`src/hw/rtl/dsp_pkg.sv`:
```
package dsp_pkg;

	localparam int unsigned DIST_W = 16;
	localparam logic [DIST_W-1:0] DIST_INF = 16'hFFFF;

	typedef enum logic [1:0] {
		ST_FOUND       = 2'd0,
		ST_BAD_INDEX   = 2'd1,
		ST_UNREACHABLE = 2'd2
	} status_t;

	typedef enum logic [0:0] {
		OP_LOAD  = 1'b0,
		OP_QUERY = 1'b1
	} opcode_t;

endpackage

```
`src/hw/rtl/dijkstra_shortest_path_core.sv`:
```
// Channel  | Direction | Handshake          | Beat fields
// ---------+-----------+--------------------+----------------------------------------------
// command  | in        | start && !busy     | opcode node slot neighbor weight edge_valid
//          |           |                    | start_node end_node
// result   | out       | result_valid       | path_node total_cost status last
//
// A load is written at accept and gives no result. A bad index or start == end gives its
// one beat the cycle after accept, busy stays low. Otherwise the core clears every node,
// then runs up to NODES rounds: scan every node (address, compare), then read each slot of
// the pick (address, check) and relax each live slot. The walk back reads and pushes each
// path node; each result beat takes an emit and a done step. Busy is high from accept to
// last beat. The receiver cannot stall; of the edge table, reset clears only present bits.
module dijkstra_shortest_path_core #(
	parameter int unsigned NODES  = 8,
	parameter int unsigned DEGREE = 4
) (
	input  logic        clk,
	input  logic        arst_n,
	input  logic        start,
	output logic        busy,
	input  logic [0:0]  opcode,
	input  logic [5:0]  node,
	input  logic [1:0]  slot,
	input  logic [5:0]  neighbor,
	input  logic [7:0]  weight,
	input  logic [0:0]  edge_valid,
	input  logic [5:0]  start_node,
	input  logic [5:0]  end_node,
	output logic        result_valid,
	output logic [5:0]  path_node,
	output logic [15:0] total_cost,
	output logic [1:0]  status,
	output logic        last
);
	localparam int unsigned NW    = (NODES > 1) ? $clog2(NODES) : 1;
	localparam int unsigned DW    = (DEGREE > 1) ? $clog2(DEGREE) : 1;
	localparam int unsigned SLOTS = NODES * DEGREE;
	localparam int unsigned EW    = $clog2(SLOTS);
	localparam int unsigned CW    = NW + 1;

	typedef enum logic [10:0] {
		S_IDLE  = 11'b00000000001,
		S_CLEAR = 11'b00000000010,
		S_SCAN  = 11'b00000000100,
		S_SCANW = 11'b00000001000,
		S_EREAD = 11'b00000010000,
		S_EDIST = 11'b00000100000,
		S_RELAX = 11'b00001000000,
		S_WALK  = 11'b00010000000,
		S_WALKW = 11'b00100000000,
		S_EMIT  = 11'b01000000000,
		S_DONE  = 11'b10000000000
	} state_t;

	state_t state_q;

	// edge table memories
	logic [5:0] etgt_mem [SLOTS];
	logic [7:0] ewt_mem  [SLOTS];
	logic [SLOTS-1:0] epres_q;
	logic [5:0] etgt_rd_q;
	logic [7:0] ewt_rd_q;
	logic       epres_rd_q;

	// scratch memories: distance, predecessor with a no-predecessor flag packed, visited, path stack
	logic [15:0]   dist_mem [NODES];
	logic [NW:0]   pred_mem [NODES];
	logic          vis_mem  [NODES];
	logic [NW-1:0] stk_mem  [NODES];
	logic [15:0]   dist_rd_q;
	logic [NW:0]   pred_rd_q;
	logic          vis_rd_q;
	logic [NW-1:0] stk_rd_q;

	logic [NW-1:0] src_q, dst_q, idx_q, pick_q, cur_q, tgt_q;
	logic [CW-1:0] round_q, depth_q;
	logic [DW-1:0] sl_q;
	logic [15:0]   least_q, cost_q;
	logic          found_q;

	// read address muxes and write controls for the memories
	logic [NW-1:0] d_raddr;
	logic [NW-1:0] s_raddr;
	logic [EW-1:0] e_raddr;
	logic          dist_we;
	logic [NW-1:0] dist_wa;
	logic [15:0]   dist_wd;
	logic          pred_we;
	logic [NW:0]   pred_wd;
	logic          vis_we;
	logic          vis_wd;
	logic          stk_we;
	logic [NW-1:0] stk_wa;
	logic [16:0]   sum;
	logic [15:0]   sum_sat;

	assign e_raddr = EW'(pick_q) * EW'(DEGREE) + EW'(sl_q);
	assign sum     = {1'b0, least_q} + 17'(ewt_rd_q);
	assign sum_sat = sum[16] ? dsp_pkg::DIST_INF : sum[15:0];

	always_comb begin
		d_raddr = idx_q;
		// target is only known from the edge read data while in S_EDIST
		if (state_q == S_EDIST) d_raddr = etgt_rd_q[NW-1:0];
		else if (state_q == S_RELAX) d_raddr = tgt_q;
		else if (state_q == S_WALK || state_q == S_WALKW) d_raddr = cur_q;
		s_raddr = NW'(depth_q - CW'(1));
		dist_we = 1'b0;
		dist_wa = idx_q;
		dist_wd = dsp_pkg::DIST_INF;
		pred_we = 1'b0;
		pred_wd = {1'b1, {NW{1'b0}}};
		vis_we  = 1'b0;
		vis_wd  = 1'b0;
		stk_we  = 1'b0;
		stk_wa  = NW'(depth_q);
		unique case (state_q)
			S_CLEAR: begin
				dist_we = 1'b1;
				pred_we = 1'b1;
				vis_we  = 1'b1;
				if (idx_q == src_q) dist_wd = '0;
			end
			S_RELAX: begin
				dist_wa = tgt_q;
				if (sum_sat < dist_rd_q) begin
					dist_we = 1'b1;
					pred_we = 1'b1;
					dist_wd = sum_sat;
					pred_wd = {1'b0, pick_q};
				end
			end
			S_EREAD: begin
				// first slot cycle of a round marks the pick visited
				if (sl_q == '0) begin
					vis_we  = 1'b1;
					vis_wd  = 1'b1;
					dist_wa = pick_q;
				end
			end
			S_WALKW: begin
				stk_we = 1'b1;
			end
			default: ;
		endcase
	end

	always_ff @(posedge clk) begin
		if (dist_we) dist_mem[dist_wa] <= dist_wd;
		if (pred_we) pred_mem[dist_wa] <= pred_wd;
		if (vis_we)  vis_mem[dist_wa]  <= vis_wd;
		if (stk_we)  stk_mem[stk_wa]   <= cur_q;
		dist_rd_q <= dist_mem[d_raddr];
		pred_rd_q <= pred_mem[d_raddr];
		vis_rd_q  <= vis_mem[d_raddr];
		stk_rd_q  <= stk_mem[s_raddr];
	end

	logic load_ok;
	assign load_ok = start && !busy && opcode == dsp_pkg::OP_LOAD
		&& 32'(node) < NODES && 32'(slot) < DEGREE;

	logic [EW-1:0] e_waddr;
	assign e_waddr = EW'(EW'(node[NW-1:0]) * EW'(DEGREE) + EW'(slot));

	always_ff @(posedge clk) begin
		if (load_ok) begin
			etgt_mem[e_waddr] <= neighbor;
			ewt_mem[e_waddr]  <= weight;
		end
		etgt_rd_q  <= etgt_mem[e_raddr];
		ewt_rd_q   <= ewt_mem[e_raddr];
		epres_rd_q <= epres_q[e_raddr];
	end

	always_ff @(posedge clk or negedge arst_n) begin
		if (!arst_n) begin
			epres_q <= '0;
		end else if (load_ok) begin
			epres_q[e_waddr] <= edge_valid[0];
		end
	end

	always_ff @(posedge clk or negedge arst_n) begin
		if (!arst_n) begin
			state_q      <= S_IDLE;
			result_valid <= 1'b0;
			idx_q        <= '0;
			round_q      <= '0;
			depth_q      <= '0;
			sl_q         <= '0;
			found_q      <= 1'b0;
		end else begin
			result_valid <= 1'b0;
			unique case (state_q)
				S_IDLE: begin
					if (start && opcode == dsp_pkg::OP_QUERY) begin
						src_q <= start_node[NW-1:0];
						dst_q <= end_node[NW-1:0];
						if (32'(start_node) >= NODES || 32'(end_node) >= NODES) begin
							result_valid <= 1'b1;
							path_node    <= '0;
							total_cost   <= '0;
							status       <= dsp_pkg::ST_BAD_INDEX;
							last         <= 1'b1;
						end else if (start_node == end_node) begin
							result_valid <= 1'b1;
							path_node    <= start_node;
							total_cost   <= '0;
							status       <= dsp_pkg::ST_FOUND;
							last         <= 1'b1;
						end else begin
							idx_q   <= '0;
							round_q <= '0;
							state_q <= S_CLEAR;
						end
					end
				end
				S_CLEAR: begin
					idx_q <= idx_q + NW'(1);
					if (32'(idx_q) == NODES - 1) begin
						idx_q   <= '0;
						found_q <= 1'b0;
						least_q <= dsp_pkg::DIST_INF;
						state_q <= S_SCAN;
					end
				end
				S_SCAN: begin
					// read of idx_q issued; data next cycle
					state_q <= S_SCANW;
				end
				S_SCANW: begin
					if (!vis_rd_q && dist_rd_q < least_q) begin
						least_q <= dist_rd_q;
						pick_q  <= idx_q;
						found_q <= 1'b1;
					end
					if (32'(idx_q) == NODES - 1) begin
						idx_q <= '0;
						sl_q  <= '0;
						if (!found_q && !(!vis_rd_q && dist_rd_q < least_q))
							state_q <= S_WALK;
						else
							state_q <= S_EREAD;
						cur_q   <= dst_q;
						depth_q <= '0;
					end else begin
						idx_q   <= idx_q + NW'(1);
						state_q <= S_SCAN;
					end
				end
				S_EREAD: begin
					state_q <= S_EDIST;
				end
				S_EDIST: begin
					tgt_q <= etgt_rd_q[NW-1:0];
					if (!epres_rd_q || 32'(etgt_rd_q) >= NODES) begin
						if (32'(sl_q) == DEGREE - 1) begin
							round_q <= round_q + CW'(1);
							found_q <= 1'b0;
							least_q <= dsp_pkg::DIST_INF;
							state_q <= (32'(round_q) == NODES - 1) ? S_WALK : S_SCAN;
						end else begin
							sl_q    <= sl_q + DW'(1);
							state_q <= S_EREAD;
						end
					end else begin
						state_q <= S_RELAX;
					end
				end
				S_RELAX: begin
					if (32'(sl_q) == DEGREE - 1) begin
						round_q <= round_q + CW'(1);
						found_q <= 1'b0;
						least_q <= dsp_pkg::DIST_INF;
						state_q <= (32'(round_q) == NODES - 1) ? S_WALK : S_SCAN;
					end else begin
						sl_q    <= sl_q + DW'(1);
						state_q <= S_EREAD;
					end
				end
				S_WALK: begin
					state_q <= S_WALKW;
				end
				S_WALKW: begin
					// dist/pred/vis of cur_q now valid; cur_q pushed this cycle
					if (depth_q == '0) begin
						cost_q <= dist_rd_q;
					end
					depth_q <= depth_q + CW'(1);
					if (depth_q == '0 && !vis_rd_q) begin
						state_q      <= S_DONE;
						result_valid <= 1'b1;
						path_node    <= '0;
						total_cost   <= '0;
						status       <= dsp_pkg::ST_UNREACHABLE;
						last         <= 1'b1;
					end else if (cur_q == src_q) begin
						state_q <= S_EMIT;
					end else if (pred_rd_q[NW] || 32'(depth_q) == NODES - 1) begin
						state_q      <= S_DONE;
						result_valid <= 1'b1;
						path_node    <= '0;
						total_cost   <= '0;
						status       <= dsp_pkg::ST_UNREACHABLE;
						last         <= 1'b1;
					end else begin
						cur_q   <= pred_rd_q[NW-1:0];
						state_q <= S_WALK;
					end
				end
				S_EMIT: begin
					// stack read of depth_q-1 issued; data arrives next cycle
					state_q <= S_DONE;
					found_q <= 1'b1;
				end
				S_DONE: begin
					if (found_q) begin
						result_valid <= 1'b1;
						path_node    <= 6'(stk_rd_q);
						total_cost   <= cost_q;
						status       <= dsp_pkg::ST_FOUND;
						last         <= (depth_q == CW'(1));
						depth_q      <= depth_q - CW'(1);
						if (depth_q == CW'(1)) begin
							found_q <= 1'b0;
							state_q <= S_IDLE;
						end else begin
							state_q <= S_EMIT;
						end
					end else begin
						state_q <= S_IDLE;
					end
				end
				default: state_q <= S_IDLE;
			endcase
		end
	end

	assign busy = (state_q != S_IDLE);

	a_onehot: assert property (@(posedge clk) disable iff (!arst_n) $onehot(state_q))
		else $error("state not one-hot");
	a_last_idle: assert property (@(posedge clk) disable iff (!arst_n)
		result_valid && last |=> !result_valid || $past(state_q) == S_IDLE)
		else $error("result after last");
	a_status: assert property (@(posedge clk) disable iff (!arst_n)
		result_valid && status != dsp_pkg::ST_FOUND |-> last)
		else $error("status beat without last");
	a_depth: assert property (@(posedge clk) disable iff (!arst_n)
		state_q == S_EMIT |-> depth_q != '0)
		else $error("emit with empty stack");
endmodule

```
`config.mk`:
```
export PLATFORM = sky130hd
export DESIGN_NAME = dijkstra_shortest_path_core
export DESIGN_NICKNAME = d
export VERILOG_FILES = /design/src/hw/rtl/dsp_pkg.sv /design/src/hw/rtl/dijkstra_shortest_path_core.sv
export SDC_FILE = /design/constraint.sdc
export NUM_CORES = 1
export LEC_CHECK = 0
export BUFFER_PORTS_ARGS = -buffer_cell sky130_fd_sc_hd__buf_4
export CELL_PAD_IN_SITES_DETAIL_PLACEMENT = 1
export CELL_PAD_IN_SITES_GLOBAL_PLACEMENT = 1
export CORE_MARGIN = 4
export CORE_UTILIZATION = 55
export CTS_BUF_LIST = sky130_fd_sc_hd__clkbuf_16
export CTS_CLUSTER_DIAMETER = 50
export DETAILED_ROUTE_END_ITERATION = 8
export PLACE_DENSITY_LB_ADDON = 0.1
export SLEW_MARGIN = 15
export SYNTH_ARGS = -nofsm -noshare
export SYNTH_HDL_FRONTEND = slang
export SYNTH_SLANG_ARGS = --single-unit
```
`constraint.sdc`:
```
create_clock -name clk -period 9 [get_ports clk]
set_input_delay 1.8 -clock clk [delete_from_list [all_inputs] [get_ports clk]]
set_output_delay 1.8 -clock clk [all_outputs]
set_load 0.02 [all_outputs]
```
==> impl_results.rst <==
.. list-table::
   :header-rows: 1

   * - Metric
     - Value
   * - Startpoint class of the critical path
     - register
   * - Startpoint of the most critical hold path
     - etgt_rd_q[1]
   * - HPWL reported at the end of detailed placement
     - 51060 µm
   * - Synth warn
     - 0
   * - Number of violations reported at the end of detailed-routing iteration 0
     - 1176
   * - Most common cell after layout, fill and taps aside
     - sky130_fd_sc_hd__edfxtp_1
   * - Critical Path Sink
     - dist_mem[0][6]
   * - Number of register bits inferred by synthesis
     - 809
   * - Top cells by area in the synthesized netlist
     - sky130_fd_sc_hd__edfxtp_1 (64%), sky130_fd_sc_hd__mux4_2 (11%), sky130_fd_sc_hd__dfrtp_1 (4.3%)
   * - Vias
     - 17338
   * - Post-route cell area
     - between 30000 and 40000 µm²
   * - Endpoint class of the critical path
     - register
   * - Minimum setup slack among reg-to-reg paths
     - 3.04 ns
   * - Slew headroom
     - 22.50%
   * - Worst-margin pin slew
     - 1.161 ns
   * - Required time of the worst setup path
     - ~9 ns
   * - Leakage component of the power
     - between 10 and 15 nW
   * - Initial core utilization
     - a little under three fifths
   * - Largest net degree at the start of global routing
     - about 70
   * - Status
     - complete, no violations
   * - Worst skew pair latency
     - 0.63 ns
   * - Area of the mapped netlist
     - about 33000 µm²
   * - Primary flip-flop cell chosen by synthesis mapping
     - sky130_fd_sc_hd__edfxtp_1
   * - Die width
     - between 200 and 300 µm
   * - Critical path type
     - reg -> reg
   * - Post-placement cell area
     - roughly 35000 µm²
   * - Largest area contributor in the synthesized netlist
     - sky130_fd_sc_hd__edfxtp_1
   * - Clock-pin slew reported for the worst setup and hold paths after clock tree synthesis
     - 0.06 ns
   * - Average size of a mapped cell
     - 18.07 µm²
   * - Area occupied by registers
     - ~24000 µm²
   * - RSZ-0062 raised after global routing
     - false
   * - Number of global-route vias before repair
     - about 19000
   * - Routed wire length
     - 80120 µm
   * - Pre-antenna DRT Iters
     - 5
   * - Input/output buffers
     - 65
   * - Fin. Hold Viols
     - 0
   * - Pwr/cell area
     - roughly 230 nW/µm²
   * - Most used cells in the layout excluding fill and tap cells
     - sky130_fd_sc_hd__edfxtp_1 (712), sky130_fd_sc_hd__mux4_2 (156), sky130_fd_sc_hd__buf_4 (106), sky130_fd_sc_hd__clkbuf_16 (89), sky130_fd_sc_hd__mux2i_1 (88)
   * - Number of buffers between clock root and the deepest sink
     - 3
   * - Number of inserted filler cells in the final layout
     - 5060
   * - Num CTS Buffers
     - 89
   * - Largest fanout on the critical path
     - 20
   * - Layout cells sized above 1
     - 25.23%
   * - Cell total after placement
     - ~2600
   * - Clock tree root buffer cell
     - sky130_fd_sc_hd__clkbuf_16
   * - DRC Markers
     - 0
   * - Number of rows created at floorplan
     - 89
   * - Destination of the worst register-to-register timing path
     - dist_mem[0][6]
   * - All-Layer GR Usage
     - about a quarter
   * - Final Wtd Congestion
     - 0.8623
   * - Final critical-path required period
     - 5.963 ns
   * - Placeable Area
     - 59350 µm²
   * - Path type of the worst min-delay path
     - reg -> reg
   * - Post-cts hold buffer count
     - 0
   * - TritonCTS clock tree
     - yes
   * - Final critical-path share of the clock period
     - 66.26%
   * - Setup skew after layout
     - 0.02359 ns
   * - Arrival time of data at the critical path endpoint
     - a little over 6 ns
   * - Startpoint of the lowest-slack register-to-register path
     - least_q[0]
   * - Setup TNS
     - 0 ns
   * - Startpoint of the worst setup timing path
     - least_q[0]
   * - Number of antenna diodes
     - 0
   * - Number of max-capacitance violations reported
     - 0
   * - Top cell type's share of synthesized area
     - 64.48%
   * - Final setup vio count
     - 0
   * - Utilization of the core after routing
     - between 60% and 70%
   * - Top-level port count
     - 66
   * - Layout net count
     - a little over 2000
   * - Proportion of synthesized chip area in sequential cells
     - 71.22%
   * - Post-route antenna net violation count
     - 0
   * - Worst voltage drop across the vdd grid
     - 172.4 µV
   * - Highest clock frequency the design can meet
     - roughly 170 MHz
   * - Reg2Reg Depth
     - 15
   * - Initial antenna violation count
     - 5
   * - Gate count of the mapped netlist
     - 1835
   * - Asr flop ratio synth
     - 7.169%
   * - Clock sink count
     - between 800 and 900
   * - Post-cts sizing count
     - 0
   * - Post-CTS setup repair buffer count
     - 0
   * - Total die area
     - between 60000 and 70000 µm²
   * - Final-report max-slew violation count
     - 0
   * - DR vias/cell
     - around 6.2
   * - Height of the die
     - 253.5 µm
   * - Number of synthesized flops with an enable pin
     - roughly 710
   * - First-pass GRT wire length
     - roughly 120000 µm
   * - Non-filler cells in the finished layout
     - 2798
   * - H-tree Lvls
     - 3
   * - Multi-input gate area in the final layout
     - 9080 µm²
   * - Synth unique cells
     - just over 80
   * - Tot Pwr
     - 8.631 mW
   * - Global route total overflow
     - 0
   * - Post-synthesis to final-layout area growth
     - 12.93%
   * - Post-DR wirelength/cell
     - 28.63 µm
==> layout make-up <==
class	count	area share (%)
clock inverter	77	1.524
tap	773	2.583
inverter	49	0.4912
timing repair buffer	106	2.125
multi-input combinational	895	24.25
sequential	809	63.08
clock buffer	89	5.948
==> Yosys cell counts (4+ instances only) <==
cell,n
sky130_fd_sc_hd__edfxtp_1,712
sky130_fd_sc_hd__mux4_2,156
sky130_fd_sc_hd__nor2_1,104
sky130_fd_sc_hd__mux2i_1,88
sky130_fd_sc_hd__nand2_1,80
sky130_fd_sc_hd__dfrtp_1,57
sky130_fd_sc_hd__mux2_2,56
sky130_fd_sc_hd__clkbuf_1,51
sky130_fd_sc_hd__o21ai_0,49
sky130_fd_sc_hd__inv_1,48
sky130_fd_sc_hd__ha_1,46
sky130_fd_sc_hd__dfxtp_1,39
sky130_fd_sc_hd__nand3_1,27
sky130_fd_sc_hd__and2_1,24
sky130_fd_sc_hd__a22o_1,23
sky130_fd_sc_hd__a21oi_1,21
sky130_fd_sc_hd__a221oi_2,20
sky130_fd_sc_hd__nor3_1,18
sky130_fd_sc_hd__buf_1,14
sky130_fd_sc_hd__a21o_1,10
sky130_fd_sc_hd__buf_2,10
sky130_fd_sc_hd__nand4_1,10
sky130_fd_sc_hd__or3_1,10
sky130_fd_sc_hd__a221oi_1,9
sky130_fd_sc_hd__and3_1,9
sky130_fd_sc_hd__xor2_1,9
sky130_fd_sc_hd__nand2b_1,8
sky130_fd_sc_hd__xnor2_1,7
sky130_fd_sc_hd__a211oi_1,6
sky130_fd_sc_hd__buf_6,6
sky130_fd_sc_hd__nand3b_1,6
sky130_fd_sc_hd__nor2b_1,6
sky130_fd_sc_hd__nor4_1,6
sky130_fd_sc_hd__or4_1,6
sky130_fd_sc_hd__o211ai_1,5
sky130_fd_sc_hd__a221o_1,4
==> registers in the layout (all words and copies together) (netlist names), 6 cells and up <==
signal,flops
vis_mem,8
total_cost,16
dist_rd_q,16
dist_mem,128
cost_q,16
etgt_rd_q,6
stk_mem,24
ewt_mem,256
state_q,11
path_node,6
least_q,16
etgt_mem,192
ewt_rd_q,8
pred_mem,32
epres_q,32
==> metrics by stage <==
stage | hold slack (ns) | worst slack, ns
2_1_floorplan | 0.4082 | 4.188
3_3_place_gp | 0.4555 | 3.108
3_5_place_dp | 0.4708 | 3.041
4_1_cts | 0.4837 | 3.003
5_1_grt | 0.5087 | 2.343
6_report | 0.4830 | 3.037
==> metal layers <==
layer | up-vias | wire length (µm) | part of all wire (%) | GRT usage (%)
met1 | 9123 | 30820 | 38 | 31.69
met5 | - | 27 | 0.034 | 0
met3 | 161 | 3640 | 4.5 | 4.513
met4 | 4 | 2871 | 3.6 | 9.046
li1 | 7565 | - | - | -
met2 | 485 | 42750 | 53 | 45.70
==> where the power goes <==
group / internal [mW] / leakage (nW) / switching (mW)
combinational: 0.334 / 3.70 / 0.555
clock: 1.99 / 1.49 / 1.45
sequential: 4.19 / 7.73 / 0.107
==> how the worst min path moves through the flow <==
stage          endpoint  slack (ns)  depth (start not counted)
2_1_floorplan  tgt_q[2]        0.41                          0
3_3_place_gp   tgt_q[0]        0.46                          0
3_5_place_dp   tgt_q[1]        0.47                          0
4_1_cts        tgt_q[1]        0.48                          0
5_1_grt        tgt_q[1]        0.51                          0
6_report       tgt_q[1]        0.48                          0
==> logic make-up (layout without fill, tap and decap cells) <==
family	after synthesis	count (layout)	synth area share [%]
adder cells (fa/ha/maj)	47	47	1.796
XOR/XNOR	16	16	0.4226
flip-flops	809	809	71.22
buffers and inverters	133	321	1.713
AND/OR/NAND/NOR	346	346	5.290
AO/OA/AOI/OAI	182	182	4.362
multiplexers	301	301	15.19
other	1	3	0.01131
==> worst max-delay path, stage by stage, from the launching register on <==
cell,delay [ns]
sky130_fd_sc_hd__edfxtp_1,0.39
sky130_fd_sc_hd__ha_1,0.24
sky130_fd_sc_hd__fa_1,0.45
sky130_fd_sc_hd__a211oi_1,0.38
sky130_fd_sc_hd__o211ai_1,0.20
sky130_fd_sc_hd__nand3_1,0.32
sky130_fd_sc_hd__nand2_1,0.11
sky130_fd_sc_hd__o31a_1,0.28
sky130_fd_sc_hd__ha_1,0.30
sky130_fd_sc_hd__a21oi_1,0.15
sky130_fd_sc_hd__o21ai_0,0.09
sky130_fd_sc_hd__a2111oi_0,0.46
sky130_fd_sc_hd__o21ai_0,0.21
sky130_fd_sc_hd__nor3_1,0.55
sky130_fd_sc_hd__o21ai_0,0.47
sky130_fd_sc_hd__nor2_2,0.96
(Power assumes the default switching activity.)
